### config.mk
export PLATFORM = sky130hd
export DESIGN_NAME = tag_tracking_servo_controller_core_flat
export DESIGN_NICKNAME = d
export VERILOG_FILES = /design/src/rtl/ttsc_pkg.sv /design/src/rtl/ttsc_if.sv /design/src/rtl/tag_tracking_servo_controller_core.sv /design/src/flat_wrapper.sv
export SDC_FILE = /design/constraint.sdc
export NUM_CORES = 1
export LEC_CHECK = 0
export BUFFER_PORTS_ARGS = -buffer_cell sky130_fd_sc_hd__buf_2
export CORE_MARGIN = 2
export CORE_UTILIZATION = 30
export DETAILED_ROUTE_END_ITERATION = 8
export GPL_TIMING_DRIVEN = 0
export SYNTH_ARGS = -nofsm -noshare
export SYNTH_HDL_FRONTEND = slang
export SYNTH_SLANG_ARGS = --single-unit
### constraint.sdc
create_clock -name clk -period 22.6 [get_ports clk]
set_input_delay 4.52 -clock clk [delete_from_list [all_inputs] [get_ports clk]]
set_output_delay 4.52 -clock clk [all_outputs]
set_load 0.005 [all_outputs]
### src/rtl/ttsc_pkg.sv
package ttsc_pkg;

    localparam int ROW_BITS       = 10;
    localparam int POSE_FRAC_BITS = 16;
    localparam int GAIN_BITS      = 16;
    localparam int POSE_INT_BITS  = 8;
    localparam int POSE_W         = POSE_INT_BITS + POSE_FRAC_BITS;
    localparam int PROD_W         = ROW_BITS + GAIN_BITS;
    localparam int STEP_W         = ROW_BITS + POSE_FRAC_BITS;
    // pose plus two steps of either sign, with headroom and a sign bit
    localparam int SUM_W          = ROW_BITS + POSE_FRAC_BITS + 3;

    localparam int OP_W     = 2;
    localparam int TAG_W    = 8;
    localparam int CMD_W    = 8;
    localparam int WD_W     = 12;
    localparam int PHASE_W  = 6;
    localparam int LAC_W    = 12;
    localparam int SEEN_W   = 7;

    localparam int CFG_DATA_W = 32;
    localparam int CFG_ADDR_W = 5;
    localparam int REG_IDX_W  = 3;

    localparam logic [OP_W-1:0] OP_TICK         = 2'd0;
    localparam logic [OP_W-1:0] OP_DETECT       = 2'd1;
    localparam logic [OP_W-1:0] OP_SET_INTEREST = 2'd2;

    localparam logic [REG_IDX_W-1:0] REG_CENTRE_ROW    = 3'd0;
    localparam logic [REG_IDX_W-1:0] REG_DEADBAND_HIGH = 3'd1;
    localparam logic [REG_IDX_W-1:0] REG_DEADBAND_LOW  = 3'd2;
    localparam logic [REG_IDX_W-1:0] REG_STEP_GAIN     = 3'd3;
    localparam logic [REG_IDX_W-1:0] REG_POSE_MIN      = 3'd4;
    localparam logic [REG_IDX_W-1:0] REG_POSE_MAX      = 3'd5;
    localparam logic [REG_IDX_W-1:0] REG_STALE_TICKS   = 3'd6;
    localparam logic [REG_IDX_W-1:0] REG_LOST_TICKS    = 3'd7;

    localparam logic [ROW_BITS-1:0]      RST_CENTRE_ROW    = ROW_BITS'(240);
    localparam logic [ROW_BITS-1:0]      RST_DEADBAND_HIGH = ROW_BITS'(250);
    localparam logic [ROW_BITS-1:0]      RST_DEADBAND_LOW  = ROW_BITS'(230);
    localparam logic [GAIN_BITS-1:0]     RST_STEP_GAIN     = GAIN_BITS'(1507);
    localparam logic [POSE_INT_BITS-1:0] RST_POSE_MIN      = POSE_INT_BITS'(52);
    localparam logic [POSE_INT_BITS-1:0] RST_POSE_MAX      = POSE_INT_BITS'(148);
    localparam logic [WD_W-1:0]          RST_STALE_TICKS   = WD_W'(80);
    localparam logic [WD_W-1:0]          RST_LOST_TICKS    = WD_W'(2000);

    localparam logic [CMD_W-1:0]   CMD_MIN           = CMD_W'(43);
    localparam logic [CMD_W-1:0]   CMD_MAX           = CMD_W'(150);
    localparam logic [CMD_W-1:0]   LOW_CMD_LIMIT     = CMD_W'(77);
    localparam logic [PHASE_W-1:0] SWEEP_LAST_PHASE  = PHASE_W'(49);
    localparam logic [WD_W-1:0]    WD_MAX            = WD_W'(4095);
    localparam logic [WD_W-1:0]    FORCED_WATCHDOG   = WD_W'(3000);
    localparam logic [LAC_W-1:0]   LAC_MAX           = LAC_W'(4095);
    localparam logic [LAC_W-1:0]   LOW_COUNT_TRIGGER = LAC_W'(100);
    localparam logic [LAC_W-1:0]   LOW_COUNT_CAP     = LAC_W'(4000);
    localparam logic [SEEN_W-1:0]  SEEN_MAX          = SEEN_W'(100);
    localparam logic [SEEN_W-1:0]  SEEN_THRESHOLD    = SEEN_W'(3);
    localparam logic [TAG_W-1:0]   TAG_TARGET        = TAG_W'(25);
    localparam logic [TAG_W-1:0]   TAG_MARKER        = TAG_W'(35);

    localparam logic [POSE_W-1:0] POSE_ONE    = POSE_W'(1) << POSE_FRAC_BITS;
    localparam logic [POSE_W-1:0] POSE_RESET  = POSE_W'(100) << POSE_FRAC_BITS;
    localparam logic [POSE_W-1:0] SWEEP_START = POSE_W'(150) << POSE_FRAC_BITS;

    typedef struct packed {
        logic [ROW_BITS-1:0]      centre_row;
        logic [ROW_BITS-1:0]      deadband_high;
        logic [ROW_BITS-1:0]      deadband_low;
        logic [GAIN_BITS-1:0]     step_gain;
        logic [POSE_INT_BITS-1:0] pose_min;
        logic [POSE_INT_BITS-1:0] pose_max;
        logic [WD_W-1:0]          stale_ticks;
        logic [WD_W-1:0]          lost_ticks;
    } cfg_t;

    typedef struct packed {
        logic             servo_valid;
        logic [CMD_W-1:0] servo_cmd;
        logic             tag_lost;
        logic             marker_valid;
        logic             target_valid;
        logic [TAG_W-1:0] interest_id;
    } result_t;

    // product is Q.16 of the gain; bring it to the pose fraction
    function automatic logic [STEP_W-1:0] scale_step(input logic [PROD_W-1:0] prod);
        logic [PROD_W+POSE_FRAC_BITS-1:0] wide;
        wide = (PROD_W + POSE_FRAC_BITS)'(prod);
        if (POSE_FRAC_BITS >= GAIN_BITS)
        begin
            wide = wide << (POSE_FRAC_BITS - GAIN_BITS);
        end
        else
        begin
            wide = wide >> (GAIN_BITS - POSE_FRAC_BITS);
        end
        return wide[STEP_W-1:0];
    endfunction

endpackage

### src/rtl/ttsc_if.sv
interface ttsc_in_if;
    logic                               valid;
    logic                               ready;
    logic [ttsc_pkg::OP_W-1:0]          operation;
    logic [ttsc_pkg::TAG_W-1:0]         tag_id;
    logic [ttsc_pkg::ROW_BITS-1:0]      centre_y;

    modport source (output valid, operation, tag_id, centre_y, input ready);
    modport sink   (input valid, operation, tag_id, centre_y, output ready);
endinterface

interface ttsc_out_if;
    logic                               valid;
    logic                               ready;
    logic                               servo_valid;
    logic [ttsc_pkg::CMD_W-1:0]         servo_cmd;
    logic                               tag_lost;
    logic                               marker_valid;
    logic                               target_valid;
    logic [ttsc_pkg::TAG_W-1:0]         interest_id;

    modport source (output valid, servo_valid, servo_cmd, tag_lost, marker_valid,
                    target_valid, interest_id, input ready);
    modport sink   (input valid, servo_valid, servo_cmd, tag_lost, marker_valid,
                    target_valid, interest_id, output ready);
endinterface

### src/rtl/tag_tracking_servo_controller_core.sv
// pan servo controller that keeps a camera tag on a configured image row
// in_ch carries one operation per transfer: tick, tag detection or set tag
// of interest; out_ch returns exactly one result per input item, in order
// configuration is an apb-style port, register i at byte address 4*i,
// writes complete in the access cycle (pready tied high), reads return value
// an input transfer is registered at its edge, then the state update and
// result are computed and the result is written into the result queue
// throughput: one item per cycle while the queue has room; the limit is
// the loop through the pose, watchdog and counter registers, which every
// item reads and writes
// a two-entry result queue sits on the output, so one more item is taken
// while a result waits; when out_ch stalls with the queue full, in_ch.ready
// drops and the held item waits in the input register
// reset (rst_n low, asynchronous) loads the register defaults, pose 100.0,
// tag of interest 35, clears the watchdog, counters and flags, and empties
// the input register and the result queue; no clearing pass is needed
module tag_tracking_servo_controller_core (
    input  logic                                clk,
    input  logic                                rst_n,
    input  logic                                psel,
    input  logic                                penable,
    input  logic                                pwrite,
    input  logic [ttsc_pkg::CFG_ADDR_W-1:0]     paddr,
    input  logic [ttsc_pkg::CFG_DATA_W-1:0]     pwdata,
    output logic [ttsc_pkg::CFG_DATA_W-1:0]     prdata,
    output logic                                pready,
    ttsc_in_if.sink                             in_ch,
    ttsc_out_if.source                          out_ch
);

    localparam int PW = ttsc_pkg::POSE_W;
    localparam int SW = ttsc_pkg::SUM_W;
    localparam int FB = ttsc_pkg::POSE_FRAC_BITS;

    // configuration registers
    ttsc_pkg::cfg_t                         cfg_reg;
    logic [ttsc_pkg::REG_IDX_W-1:0]         reg_idx;
    logic                                   cfg_write;

    // input register
    logic                                   s1_valid_reg;
    logic [ttsc_pkg::OP_W-1:0]              s1_op_reg;
    logic [ttsc_pkg::TAG_W-1:0]             s1_tag_reg;
    logic [ttsc_pkg::ROW_BITS-1:0]          s1_row_reg;
    logic                                   advance;

    // tracking state
    logic [PW-1:0]                          pose_reg, pose_next;
    logic [ttsc_pkg::WD_W-1:0]              wd_reg, wd_next;
    logic [ttsc_pkg::PHASE_W-1:0]           phase_reg, phase_next;
    logic [ttsc_pkg::LAC_W-1:0]             lac_reg, lac_next;
    logic [ttsc_pkg::SEEN_W-1:0]            seen_reg, seen_next;
    logic [ttsc_pkg::TAG_W-1:0]             interest_reg, interest_next;
    logic                                   lost_reg, lost_next;
    logic                                   marker_reg, marker_next;
    logic                                   target_reg, target_next;

    // result queue
    ttsc_pkg::result_t                      q_mem_reg [2];
    logic                                   q_wr_reg, q_rd_reg;
    logic [1:0]                             q_cnt_reg, q_cnt_next;
    logic                                   q_pop;
    ttsc_pkg::result_t                      res;
    ttsc_pkg::result_t                      q_head;

    // datapath
    logic [ttsc_pkg::WD_W-1:0]              wd_inc;
    logic [ttsc_pkg::PHASE_W-1:0]           phase_inc;
    logic                                   stale_now, lost_now;
    logic [PW-1:0]                          sweep_base, sweep_pose;
    logic [ttsc_pkg::ROW_BITS-1:0]          row_err;
    logic [ttsc_pkg::PROD_W-1:0]            prod;
    logic [ttsc_pkg::STEP_W-1:0]            step;
    logic signed [SW-1:0]                   det_sum;
    logic signed [SW-1:0]                   pmax_fix, pmin_fix;
    logic [PW-1:0]                          det_pose;
    logic [ttsc_pkg::SEEN_W-1:0]            seen_inc;
    logic [ttsc_pkg::TAG_W-1:0]             det_interest;
    logic                                   det_match;
    logic [PW-1:0]                          cmd_pose;
    logic [ttsc_pkg::TAG_W-1:0]             cmd_interest;
    logic [ttsc_pkg::CMD_W-1:0]             cmd_whole, cmd;
    logic [ttsc_pkg::LAC_W-1:0]             lac_inc, lac_final;
    logic                                   force_wd;
    logic                                   issue;

    // ---------------- configuration port ----------------
    assign pready    = 1'b1;
    assign reg_idx   = paddr[ttsc_pkg::CFG_ADDR_W-1:2];
    assign cfg_write = psel && penable && pwrite && pready;

    always_ff @(posedge clk or negedge rst_n)
    begin
        if (!rst_n)
        begin
            cfg_reg.centre_row    <= ttsc_pkg::RST_CENTRE_ROW;
            cfg_reg.deadband_high <= ttsc_pkg::RST_DEADBAND_HIGH;
            cfg_reg.deadband_low  <= ttsc_pkg::RST_DEADBAND_LOW;
            cfg_reg.step_gain     <= ttsc_pkg::RST_STEP_GAIN;
            cfg_reg.pose_min      <= ttsc_pkg::RST_POSE_MIN;
            cfg_reg.pose_max      <= ttsc_pkg::RST_POSE_MAX;
            cfg_reg.stale_ticks   <= ttsc_pkg::RST_STALE_TICKS;
            cfg_reg.lost_ticks    <= ttsc_pkg::RST_LOST_TICKS;
        end
        else if (cfg_write)
        begin
            case (reg_idx)
                ttsc_pkg::REG_CENTRE_ROW:
                    cfg_reg.centre_row <= pwdata[ttsc_pkg::ROW_BITS-1:0];
                ttsc_pkg::REG_DEADBAND_HIGH:
                    cfg_reg.deadband_high <= pwdata[ttsc_pkg::ROW_BITS-1:0];
                ttsc_pkg::REG_DEADBAND_LOW:
                    cfg_reg.deadband_low <= pwdata[ttsc_pkg::ROW_BITS-1:0];
                ttsc_pkg::REG_STEP_GAIN:
                    cfg_reg.step_gain <= pwdata[ttsc_pkg::GAIN_BITS-1:0];
                ttsc_pkg::REG_POSE_MIN:
                    cfg_reg.pose_min <= pwdata[ttsc_pkg::POSE_INT_BITS-1:0];
                ttsc_pkg::REG_POSE_MAX:
                    cfg_reg.pose_max <= pwdata[ttsc_pkg::POSE_INT_BITS-1:0];
                ttsc_pkg::REG_STALE_TICKS:
                    cfg_reg.stale_ticks <= pwdata[ttsc_pkg::WD_W-1:0];
                ttsc_pkg::REG_LOST_TICKS:
                    cfg_reg.lost_ticks <= pwdata[ttsc_pkg::WD_W-1:0];
                default:
                begin
                end
            endcase
        end
    end

    always_comb
    begin
        case (reg_idx)
            ttsc_pkg::REG_CENTRE_ROW:    prdata = 32'(cfg_reg.centre_row);
            ttsc_pkg::REG_DEADBAND_HIGH: prdata = 32'(cfg_reg.deadband_high);
            ttsc_pkg::REG_DEADBAND_LOW:  prdata = 32'(cfg_reg.deadband_low);
            ttsc_pkg::REG_STEP_GAIN:     prdata = 32'(cfg_reg.step_gain);
            ttsc_pkg::REG_POSE_MIN:      prdata = 32'(cfg_reg.pose_min);
            ttsc_pkg::REG_POSE_MAX:      prdata = 32'(cfg_reg.pose_max);
            ttsc_pkg::REG_STALE_TICKS:   prdata = 32'(cfg_reg.stale_ticks);
            ttsc_pkg::REG_LOST_TICKS:    prdata = 32'(cfg_reg.lost_ticks);
            default:                     prdata = '0;
        endcase
    end

    // ---------------- input register ----------------
    assign advance     = s1_valid_reg && (q_cnt_reg != 2'd2);
    assign in_ch.ready = !s1_valid_reg || advance;

    always_ff @(posedge clk or negedge rst_n)
    begin
        if (!rst_n)
        begin
            s1_valid_reg <= 1'b0;
        end
        else if (in_ch.ready)
        begin
            s1_valid_reg <= in_ch.valid;
        end
    end

    always_ff @(posedge clk)
    begin
        if (in_ch.ready && in_ch.valid)
        begin
            s1_op_reg  <= in_ch.operation;
            s1_tag_reg <= in_ch.tag_id;
            s1_row_reg <= in_ch.centre_y;
        end
    end

    // ---------------- tick path ----------------
    assign wd_inc    = (wd_reg != ttsc_pkg::WD_MAX) ? wd_reg + 1'b1 : wd_reg;
    assign phase_inc = (phase_reg >= ttsc_pkg::SWEEP_LAST_PHASE) ? '0 : phase_reg + 1'b1;
    assign stale_now = wd_inc > cfg_reg.stale_ticks;
    assign lost_now  = wd_inc > cfg_reg.lost_ticks;
    // first tick past the lost limit restarts the sweep from the top
    assign sweep_base = lost_reg ? pose_reg : ttsc_pkg::SWEEP_START;
    assign sweep_pose = (sweep_base < ttsc_pkg::POSE_ONE) ? ttsc_pkg::SWEEP_START
                                                          : sweep_base - ttsc_pkg::POSE_ONE;

    // ---------------- detection path ----------------
    assign seen_inc = (seen_reg < ttsc_pkg::SEEN_MAX) ? seen_reg + 1'b1 : seen_reg;
    assign det_interest = (s1_tag_reg == ttsc_pkg::TAG_TARGET &&
                           seen_inc > ttsc_pkg::SEEN_THRESHOLD) ? ttsc_pkg::TAG_TARGET
                                                                : interest_reg;
    assign det_match = s1_tag_reg == det_interest;

    assign row_err = (s1_row_reg >= cfg_reg.centre_row) ? s1_row_reg - cfg_reg.centre_row
                                                        : cfg_reg.centre_row - s1_row_reg;
    assign prod = ttsc_pkg::PROD_W'(row_err) * ttsc_pkg::PROD_W'(cfg_reg.step_gain);
    assign step = ttsc_pkg::scale_step(prod);

    assign pmax_fix = $signed(SW'({cfg_reg.pose_max, {FB{1'b0}}}));
    assign pmin_fix = $signed(SW'({cfg_reg.pose_min, {FB{1'b0}}}));

    // both deadband tests apply in turn, then max clamp, then min clamp
    always_comb
    begin
        det_sum = $signed(SW'(pose_reg));
        if (s1_row_reg >= cfg_reg.deadband_high)
        begin
            det_sum = det_sum - $signed(SW'(step));
        end
        if (s1_row_reg < cfg_reg.deadband_low)
        begin
            det_sum = det_sum + $signed(SW'(step));
        end
        if (det_sum > pmax_fix)
        begin
            det_sum = pmax_fix;
        end
        if (det_sum < pmin_fix)
        begin
            det_sum = pmin_fix;
        end
        det_pose = det_sum[PW-1:0];
    end

    // ---------------- command issue ----------------
    assign cmd_pose     = (s1_op_reg == ttsc_pkg::OP_TICK) ? sweep_pose : det_pose;
    assign cmd_interest = (s1_op_reg == ttsc_pkg::OP_DETECT) ? det_interest : interest_reg;
    assign cmd_whole    = cmd_pose[PW-1:FB];

    always_comb
    begin
        if (cmd_whole > ttsc_pkg::CMD_MAX)
        begin
            cmd = ttsc_pkg::CMD_MAX;
        end
        else if (cmd_whole < ttsc_pkg::CMD_MIN)
        begin
            cmd = ttsc_pkg::CMD_MIN;
        end
        else
        begin
            cmd = cmd_whole;
        end
    end

    assign lac_inc = (cmd <= ttsc_pkg::LOW_CMD_LIMIT)
                   ? ((lac_reg != ttsc_pkg::LAC_MAX) ? lac_reg + 1'b1 : lac_reg)
                   : '0;
    // long stay at low angle while following the marker forces the lost path
    assign force_wd  = (lac_inc > ttsc_pkg::LOW_COUNT_TRIGGER) &&
                       (cmd_interest == ttsc_pkg::TAG_MARKER);
    assign lac_final = (force_wd && lac_inc > ttsc_pkg::LOW_COUNT_CAP)
                     ? ttsc_pkg::LOW_COUNT_CAP : lac_inc;

    // ---------------- state update ----------------
    always_comb
    begin
        pose_next     = pose_reg;
        wd_next       = wd_reg;
        phase_next    = phase_reg;
        lac_next      = lac_reg;
        seen_next     = seen_reg;
        interest_next = interest_reg;
        lost_next     = lost_reg;
        marker_next   = marker_reg;
        target_next   = target_reg;
        issue         = 1'b0;

        if (advance)
        begin
            case (s1_op_reg)
                ttsc_pkg::OP_TICK:
                begin
                    wd_next    = wd_inc;
                    phase_next = phase_inc;
                    if (stale_now || lost_now)
                    begin
                        marker_next = 1'b0;
                        target_next = 1'b0;
                    end
                    if (lost_now)
                    begin
                        lost_next = 1'b1;
                        pose_next = sweep_base;
                        if (phase_inc == '0)
                        begin
                            issue     = 1'b1;
                            pose_next = (sweep_pose == '0) ? ttsc_pkg::SWEEP_START
                                                           : sweep_pose;
                        end
                    end
                end
                ttsc_pkg::OP_DETECT:
                begin
                    if (s1_tag_reg == ttsc_pkg::TAG_TARGET)
                    begin
                        seen_next     = seen_inc;
                        interest_next = det_interest;
                        target_next   = 1'b1;
                    end
                    else if (s1_tag_reg == ttsc_pkg::TAG_MARKER)
                    begin
                        marker_next = 1'b1;
                    end
                    if (det_match)
                    begin
                        issue      = 1'b1;
                        wd_next    = '0;
                        phase_next = '0;
                        lost_next  = 1'b0;
                        pose_next  = det_pose;
                    end
                end
                ttsc_pkg::OP_SET_INTEREST:
                begin
                    interest_next = s1_tag_reg;
                end
                default:
                begin
                end
            endcase

            if (issue)
            begin
                lac_next = lac_final;
                if (force_wd)
                begin
                    wd_next    = ttsc_pkg::FORCED_WATCHDOG;
                    phase_next = '0;
                end
            end
        end
    end

    always_ff @(posedge clk or negedge rst_n)
    begin
        if (!rst_n)
        begin
            pose_reg     <= ttsc_pkg::POSE_RESET;
            wd_reg       <= '0;
            phase_reg    <= '0;
            lac_reg      <= '0;
            seen_reg     <= '0;
            interest_reg <= ttsc_pkg::TAG_MARKER;
            lost_reg     <= 1'b0;
            marker_reg   <= 1'b0;
            target_reg   <= 1'b0;
        end
        else
        begin
            pose_reg     <= pose_next;
            wd_reg       <= wd_next;
            phase_reg    <= phase_next;
            lac_reg      <= lac_next;
            seen_reg     <= seen_next;
            interest_reg <= interest_next;
            lost_reg     <= lost_next;
            marker_reg   <= marker_next;
            target_reg   <= target_next;
        end
    end

    always_comb
    begin
        res.servo_valid  = issue;
        res.servo_cmd    = issue ? cmd : '0;
        res.tag_lost     = lost_next;
        res.marker_valid = marker_next;
        res.target_valid = target_next;
        res.interest_id  = interest_next;
    end

    // ---------------- result queue ----------------
    assign q_pop      = out_ch.valid && out_ch.ready;
    assign q_cnt_next = q_cnt_reg + {1'b0, advance} - {1'b0, q_pop};

    always_ff @(posedge clk or negedge rst_n)
    begin
        if (!rst_n)
        begin
            q_wr_reg  <= 1'b0;
            q_rd_reg  <= 1'b0;
            q_cnt_reg <= '0;
        end
        else
        begin
            q_cnt_reg <= q_cnt_next;
            if (advance)
            begin
                q_wr_reg <= ~q_wr_reg;
            end
            if (q_pop)
            begin
                q_rd_reg <= ~q_rd_reg;
            end
        end
    end

    always_ff @(posedge clk)
    begin
        if (advance)
        begin
            q_mem_reg[q_wr_reg] <= res;
        end
    end

    assign q_head              = q_mem_reg[q_rd_reg];
    assign out_ch.valid        = q_cnt_reg != 2'd0;
    assign out_ch.servo_valid  = q_head.servo_valid;
    assign out_ch.servo_cmd    = q_head.servo_cmd;
    assign out_ch.tag_lost     = q_head.tag_lost;
    assign out_ch.marker_valid = q_head.marker_valid;
    assign out_ch.target_valid = q_head.target_valid;
    assign out_ch.interest_id  = q_head.interest_id;

endmodule

### src/flat_wrapper.sv
// flat-port wrapper written by rule: the top's interface ports become plain ports
module tag_tracking_servo_controller_core_flat 
  (clk, rst_n, psel, penable, pwrite, paddr, pwdata, prdata, pready, in_ch_valid, in_ch_operation, in_ch_tag_id, in_ch_centre_y, in_ch_ready, out_ch_valid, out_ch_servo_valid, out_ch_servo_cmd, out_ch_tag_lost, out_ch_marker_valid, out_ch_target_valid, out_ch_interest_id, out_ch_ready);
  ttsc_in_if in_ch_i ();
  ttsc_out_if out_ch_i ();
  input  logic clk;
  input  logic rst_n;
  input  logic psel;
  input  logic penable;
  input  logic pwrite;
  input  logic [ttsc_pkg::CFG_ADDR_W-1:0] paddr;
  input  logic [ttsc_pkg::CFG_DATA_W-1:0] pwdata;
  output logic [ttsc_pkg::CFG_DATA_W-1:0] prdata;
  output logic pready;
  input wire logic [$bits(in_ch_i.valid)-1:0] in_ch_valid;
  input wire logic [$bits(in_ch_i.operation)-1:0] in_ch_operation;
  input wire logic [$bits(in_ch_i.tag_id)-1:0] in_ch_tag_id;
  input wire logic [$bits(in_ch_i.centre_y)-1:0] in_ch_centre_y;
  output wire logic [$bits(in_ch_i.ready)-1:0] in_ch_ready;
  output wire logic [$bits(out_ch_i.valid)-1:0] out_ch_valid;
  output wire logic [$bits(out_ch_i.servo_valid)-1:0] out_ch_servo_valid;
  output wire logic [$bits(out_ch_i.servo_cmd)-1:0] out_ch_servo_cmd;
  output wire logic [$bits(out_ch_i.tag_lost)-1:0] out_ch_tag_lost;
  output wire logic [$bits(out_ch_i.marker_valid)-1:0] out_ch_marker_valid;
  output wire logic [$bits(out_ch_i.target_valid)-1:0] out_ch_target_valid;
  output wire logic [$bits(out_ch_i.interest_id)-1:0] out_ch_interest_id;
  input wire logic [$bits(out_ch_i.ready)-1:0] out_ch_ready;
  assign in_ch_i.valid = in_ch_valid;
  assign in_ch_i.operation = in_ch_operation;
  assign in_ch_i.tag_id = in_ch_tag_id;
  assign in_ch_i.centre_y = in_ch_centre_y;
  assign in_ch_ready = in_ch_i.ready;
  assign out_ch_valid = out_ch_i.valid;
  assign out_ch_servo_valid = out_ch_i.servo_valid;
  assign out_ch_servo_cmd = out_ch_i.servo_cmd;
  assign out_ch_tag_lost = out_ch_i.tag_lost;
  assign out_ch_marker_valid = out_ch_i.marker_valid;
  assign out_ch_target_valid = out_ch_i.target_valid;
  assign out_ch_interest_id = out_ch_i.interest_id;
  assign out_ch_i.ready = out_ch_ready;
  tag_tracking_servo_controller_core u_core (.clk(clk), .rst_n(rst_n), .psel(psel), .penable(penable), .pwrite(pwrite), .paddr(paddr), .pwdata(pwdata), .prdata(prdata), .pready(pready), .in_ch(in_ch_i), .out_ch(out_ch_i));
endmodule
== After elaboration in Yosys (flattened, before gate mapping) ==
Memory sizes are Yosys's and may differ from the RTL's.
Index checks and enable logic that the tools add are counted.

* Multiply operators: 1
* Bitwise logic cells: 2
* $add $sub $neg: 11
* Reduce and logical (&&, ||, !) cells: 28
* Mux-type cells: 57
* $lt $le $gt $ge: 16
* Eq/ne operators: 18

{| class="wikitable"
|+ Operators with widths
! kind !! number
|-
| $pmux W32 S8 || 1
|-
| $mux W24 || 8
|-
| $mux W29 || 3
|-
| $mux W12 || 7
|-
| $mux W8 || 7
|-
| $pmux W24 S2 || 1
|-
| $add A29 B27 Y29 || 1
|-
| $gt A29 B25 Y1 || 1
|-
| $lt A29 B25 Y1 || 1
|-
| $sub A24 B26 Y27 || 1
|-
| $mul A10 B16 Y26 || 1
|-
| $add A12 B1 Y12 const B || 2
|-
| $gt A12 B12 Y1 || 2
|-
| $logic_not A24 Y1 || 1
|-
| $lt A24 B17 Y1 const B || 1
|-
| $mux W6 || 4
|-
| $ne A12 B12 Y1 const B || 2
|-
| $pmux W12 S2 || 1
|-
| $sub A24 B17 Y24 const B || 1
|-
| $ge A10 B10 Y1 || 2
|-
| $sub A10 B10 Y10 || 2
|-
| $reduce_and A2 Y1 || 9
|-
| $mux W1 || 17
|-
| $eq A8 B6 Y1 const B || 2
|-
| 37 further kinds || 55
|}

* Memories kept: 1
* RAM bits: 40
* Input bits: 64
* Register bits after elaboration: 183
* Output and inout bits: 55

{| class="wikitable"
|+ Memories
! name !! depth !! bits a word !! read ports !! clocked after memory_dff !! wr ports !! RTL line !! source
|-
| u_core.q_mem_reg || 2 || 20 || 1 || 0 || 1 || tag_tracking_servo_controller_core.sv:59 || <nowiki>ttsc_pkg::result_t q_mem_reg [2];</nowiki>
|}

== Longest topological paths before layout ==
* Depth after elaboration: 21
* Depth in mapped cells: 84
* Mapped depth without buffers: 82

== Worst setup path after synthesis ==
No wires, ideal clock.

* Path kind: register to register
* Start: reg u_core.s1_row_reg[0] (netlist bit)
* End: reg u_core.phase_reg[4] (netlist bit)
* Arrival: 16047 ps
* Slack: 6427 ps
* Data required time: 22474 ps
* Cell stages (with the launch flop): 75
* Cells stage by stage: edfxtp_1 inv_1 ha_1 inv_1 fa_1 a21o_1 a21oi_1 nor2b_1 o21ai_0 a21boi_0 o21a_1 o21a_1 o21ai_0 nand2b_1 buf_1 a21oi_1 a21oi_1 o21ai_0 (+39 left out) nor2_1 nand3_1 a2111oi_2 a31oi_1 a311oi_4 a21oi_4 mux2_2 ha_1 a2111oi_0 nand2_1 or2_2 o31ai_4 nor3_4 a221oi_2 nand4_2 o21ai_4 nor2_2 a221o_1

* Cells in the longest elaborated chain, start to end: 21
* Elaborated cells between the ends (all ways): 26
* Classes of those cells: add/sub (4); mul (1); order compare (9); mux (11); reduce/logical (1)

{| class="wikitable"
|+ Ends and longest elaborated chain
! what !! RTL line !! source
|-
| from (decl) || tag_tracking_servo_controller_core.sv:44 || <nowiki>logic [ttsc_pkg::ROW_BITS-1:0] s1_row_reg;</nowiki>
|-
| from (signal assigned) || tag_tracking_servo_controller_core.sv:168 || <nowiki>s1_row_reg <= in_ch.centre_y;</nowiki>
|-
| $sub A10 B10 Y10 (tied with other cells) || tag_tracking_servo_controller_core.sv:190 || <nowiki>: cfg_reg.centre_row - s1_row_reg;</nowiki>
|-
| $mux W10 || tag_tracking_servo_controller_core.sv:189 || <nowiki>assign row_err = (s1_row_reg >= cfg_reg.centre_row) ? s1_row_reg - cfg_reg.centre_row</nowiki>
|-
| $mul A10 B16 Y26 || tag_tracking_servo_controller_core.sv:191 || <nowiki>assign prod = ttsc_pkg::PROD_W'(row_err) * ttsc_pkg::PROD_W'(cfg_reg.step_gain);</nowiki>
|-
| $sub A24 B26 Y27 || tag_tracking_servo_controller_core.sv:203 || <nowiki>det_sum = det_sum - $signed(SW'(step));</nowiki>
|-
| $mux W29 || tag_tracking_servo_controller_core.sv:201 || <nowiki>if (s1_row_reg >= cfg_reg.deadband_high)</nowiki>
|-
| $add A29 B27 Y29 || tag_tracking_servo_controller_core.sv:207 || <nowiki>det_sum = det_sum + $signed(SW'(step));</nowiki>
|-
| $mux W29 * || tag_tracking_servo_controller_core.sv:205 || <nowiki>if (s1_row_reg < cfg_reg.deadband_low)</nowiki>
|-
| $gt A29 B25 Y1 || tag_tracking_servo_controller_core.sv:209 || <nowiki>if (det_sum > pmax_fix)</nowiki>
|-
| (+5 left out) || n/a ||
|-
| $mux W8 || tag_tracking_servo_controller_core.sv:231 || <nowiki>else if (cmd_whole < ttsc_pkg::CMD_MIN)</nowiki>
|-
| $mux W8 * || tag_tracking_servo_controller_core.sv:227 || <nowiki>if (cmd_whole > ttsc_pkg::CMD_MAX)</nowiki>
|-
| $le A8 B7 Y1 * || tag_tracking_servo_controller_core.sv:241 || <nowiki>assign lac_inc = (cmd <= ttsc_pkg::LOW_CMD_LIMIT)</nowiki>
|-
| $mux W12 * || tag_tracking_servo_controller_core.sv:242 || <nowiki>? ((lac_reg != ttsc_pkg::LAC_MAX) ? lac_reg + 1'b1 : lac_reg)</nowiki>
|-
| $gt A12 B7 Y1 * || tag_tracking_servo_controller_core.sv:245 || <nowiki>assign force_wd = (lac_inc > ttsc_pkg::LOW_COUNT_TRIGGER) &&</nowiki>
|-
| $logic_and A1 B1 Y1 * || tag_tracking_servo_controller_core.sv:245 ||
|-
| $mux W6 * || tag_tracking_servo_controller_core.sv:321 || <nowiki>if (force_wd)</nowiki>
|-
| $mux W6 * || tag_tracking_servo_controller_core.sv:318 || <nowiki>if (issue)</nowiki>
|-
| to (signal assigned) || tag_tracking_servo_controller_core.sv:348 || <nowiki>phase_reg <= phase_next;</nowiki>
|-
| to (decl) || tag_tracking_servo_controller_core.sv:50 || <nowiki>logic [ttsc_pkg::PHASE_W-1:0] phase_reg, phase_next;</nowiki>
|}

Mark *: on every way between the ends. The rest lies on a longest branch, timed or not.
A chain may end at the register's enable or synchronous reset.

==> flow_summary.json <==
{
  "cp-startpoint": "u_core.s1_row_reg[0]$_DFFE_PP_",
  "slowest_stage": "a221oi_2",
  "clk_pin_slew_ps": 60,
  "drc_errors": 0,
  "max-clock-path-buffers": 3,
  "drtAntennaViolNets": 0,
  "largest_reg_flops": 86,
  "ys_seq_area_frac": 0.264,
  "cts_setup_buffers": 0,
  "ctsResizeCount": 0,
  "yosysUniqueCellTypes": 112,
  "cap_viol_max_count": 0,
  "core_mm2": 0.0742,
  "ctsHoldBuffers": 0,
  "final-max-slew-violation-count": 0,
  "fin_skew_ps": 37.7,
  "timing.setup.tns_ps": 0,
  "path_max_fanout": 10,
  "place.gp.congestion": 0.898,
  "whs_ps": 485,
  "syn_inst": 2505,
  "layout_min_cycle_time_ps": 19490,
  "cts_htree_levels": 1,
  "r2r_start": "u_core.s1_row_reg[0]$_DFFE_PP_",
  "cts_tree": "built",
  "synth-warning-count": 0,
  "start_util": 0.303,
  "die_h_um": 278,
  "hold_class": "flop to flop",
  "slowest_delay_ps": 630,
  "outcome": "finished clean",
  "drt_iter0_drc": 1295,
  "whs_path_depth": 1,
  "grt.overflow.total": 0,
  "cts.sinks": 223,
  "vias_per_cell": 5.24,
  "cts_root_buffer": "clkbuf_16",
  "slew-limit-headroom": 0.148,
  "grt_pass1_wl_mm": 106,
  "diodes": 0,
  "wl_mm": 66.5,
  "antenna_found_initial": 0,
  "num_rows": 100,
  "final.period_utilization": 0.862,
  "setup.worst_path.class": "flop to flop",
  "firstDrtPassIters": 6,
  "io_buffers": 81,
  "reg2regPathDepth": 75,
  "synthArstFlopShare": 0.731,
  "ios": 119,
  "syn_area_mm2": 0.0224,
  "wl_per_cell_um": 18.4,
  "grt_pass1_vias": 19000,
  "rsz0062_at_grt": "no",
  "hold_start": "u_core.seen_reg[6]$_DFFE_PN0P_",
  "crit_top_cell": "a21oi_1",
  "hold_end": "u_core.seen_reg[6]$_DFFE_PN0P_",
  "syn_to_final_growth_pct": 11.7,
  "grt_usage": 0.172,
  "setup_violations": 0,
  "synth-edff-count": 60,
  "worst_pin_slew_ps": 1280,
  "drive_above_1_share": 0.127,
  "grt_max_degree": 115,
  "die_width_um": 278,
  "r2r-end": "u_core.q_mem_reg[1][14]$_DFFE_PP_",
  "rrSetupSlack_ps": 3110,
  "start_kind": "flop",
  "ys_ff_latch": 223,
  "vias": 19000,
  "cp-end-kind": "flop",
  "place_hpwl_mm": 52.0,
  "fmax_ghz": 0.0513,
  "crit_arrival_ps": 19840,
  "worstPathRequired_ps": 22950,
  "hold_violations": 0,
  "finalNetCount": 3009,
  "cts-buffers-inserted": 27,
  "dieArea_mm2": 0.0770,
  "avgSynthCellArea_um2": 8.96,
  "clk_latency_ps": 590,
  "synth_ff_type": "dfrtp_1"
}
[logic make-up (layout without fill, tap and decap cells)]
kind of cell,after synthesis,count (layout),synth area share
and+or+nand+nor,756,756,0.169
AOI/OAI and AO/OA,609,609,0.185
buffers and inverters,377,511,0.0671
adders and majority gates,314,314,0.213
DFF,223,223,0.264
muxes,125,125,0.0630
xor gates and xnor gates,99,99,0.0386
other,2,17,0.000335
[cells in the mapped netlist (56+ instances only)]
master / instances / area share
dfrtp_1: 121 / 0.13
xnor2_1: 60 / 0.023
o21ai_0: 142 / 0.032
fa_1: 114 / 0.10
edfxtp_1: 60 / 0.080
nand2_1: 283 / 0.047
nor2_1: 100 / 0.017
ha_1: 198 / 0.11
nor2b_1: 56 / 0.016
clkbuf_1: 94 / 0.016
mux2_2: 79 / 0.040
a21oi_1: 134 / 0.030
inv_1: 240 / 0.040
and2_1: 75 / 0.021
[per-layer routing]
layer	global-route usage	vias to the layer above	share of wire
met4	0.0639	0	0.038
met3	0.0271	126	0.052
met1	0.226	9328	0.45
li1	-	9047	-
met2	0.285	485	0.46
met5	0	-	0
[critical path: cells and delay by family (launching register included)]
family          cells  cell delay (ps)
mux                 2              650
flops               1              460
buf+inv             8             1190
fa+ha+maj          13             5160
xor+xnor            4             1220
simple gates       16             3180
compound gates     32             7390
[layout by cell type (no fill, tap or decap), drive strengths merged, types with 9 or more instances in the layout]
master / instances
mux2i: 39
nor2b: 57
a21oi: 136
inv: 243
o21a: 29
clkbuf: 132
nor2: 103
ha: 198
or3: 12
xor2: 39
buf: 124
nor3: 34
dfstp: 42
a311oi: 9
mux2: 82
nand2: 283
nand3: 50
nand2b: 35
xnor2: 60
a21o: 55
a32o: 9
nor4: 14
o31ai: 12
o21ai: 159
and3: 26
a31oi: 35
and2: 75
a22o: 9
dfrtp: 121
o22ai: 15
a221oi: 21
a211oi: 14
fa: 114
nand4: 28
edfxtp: 60
conb: 17
o211ai: 18
[final cells by class]
class                      instances  area, um2
tap                              969       1210
sequential                       223       5930
timing repair buffer              84        478
buffer                           135        597
fill                            7729      49100
inverter                         242        908
multi-input combinational       1920      15100
clock inverter                    13        138
clock buffer                      37        733
[how the worst max path moves through the flow]
stage | end | slack [ps] | depth (start not counted)
after floorplan | u_core.phase_reg[4]$_DFFE_PN0P_ | 6430 | 74
after global placement | u_core.phase_reg[4]$_DFFE_PN0P_ | 3390 | 75
after detailed placement | u_core.phase_reg[4]$_DFFE_PN0P_ | 3380 | 75
after CTS | u_core.phase_reg[4]$_DFFE_PN0P_ | 3260 | 75
after global routing | u_core.lac_reg[6]$_DFFE_PN0P_ | 1720 | 81
final | u_core.q_mem_reg[1][14]$_DFFE_PP_ | 3110 | 75
[stage by stage]
step | instances | area (um2) | util | setup WS [ps]
after floorplan | 2520 | 22500 | - | 6430
after global placement | 3570 | 24100 | 0.325 | 3390
after detailed placement | 3573 | 24200 | 0.326 | 3380
after CTS | 3623 | 25100 | 0.338 | 3260
after global routing | 3623 | 25100 | 0.338 | 1720
final | 3623 | 25100 | 0.338 | 3110
Power is left out: the tool's default activity adds up to more than one toggle a clock period on the data nets, which glitch-free logic cannot reach.
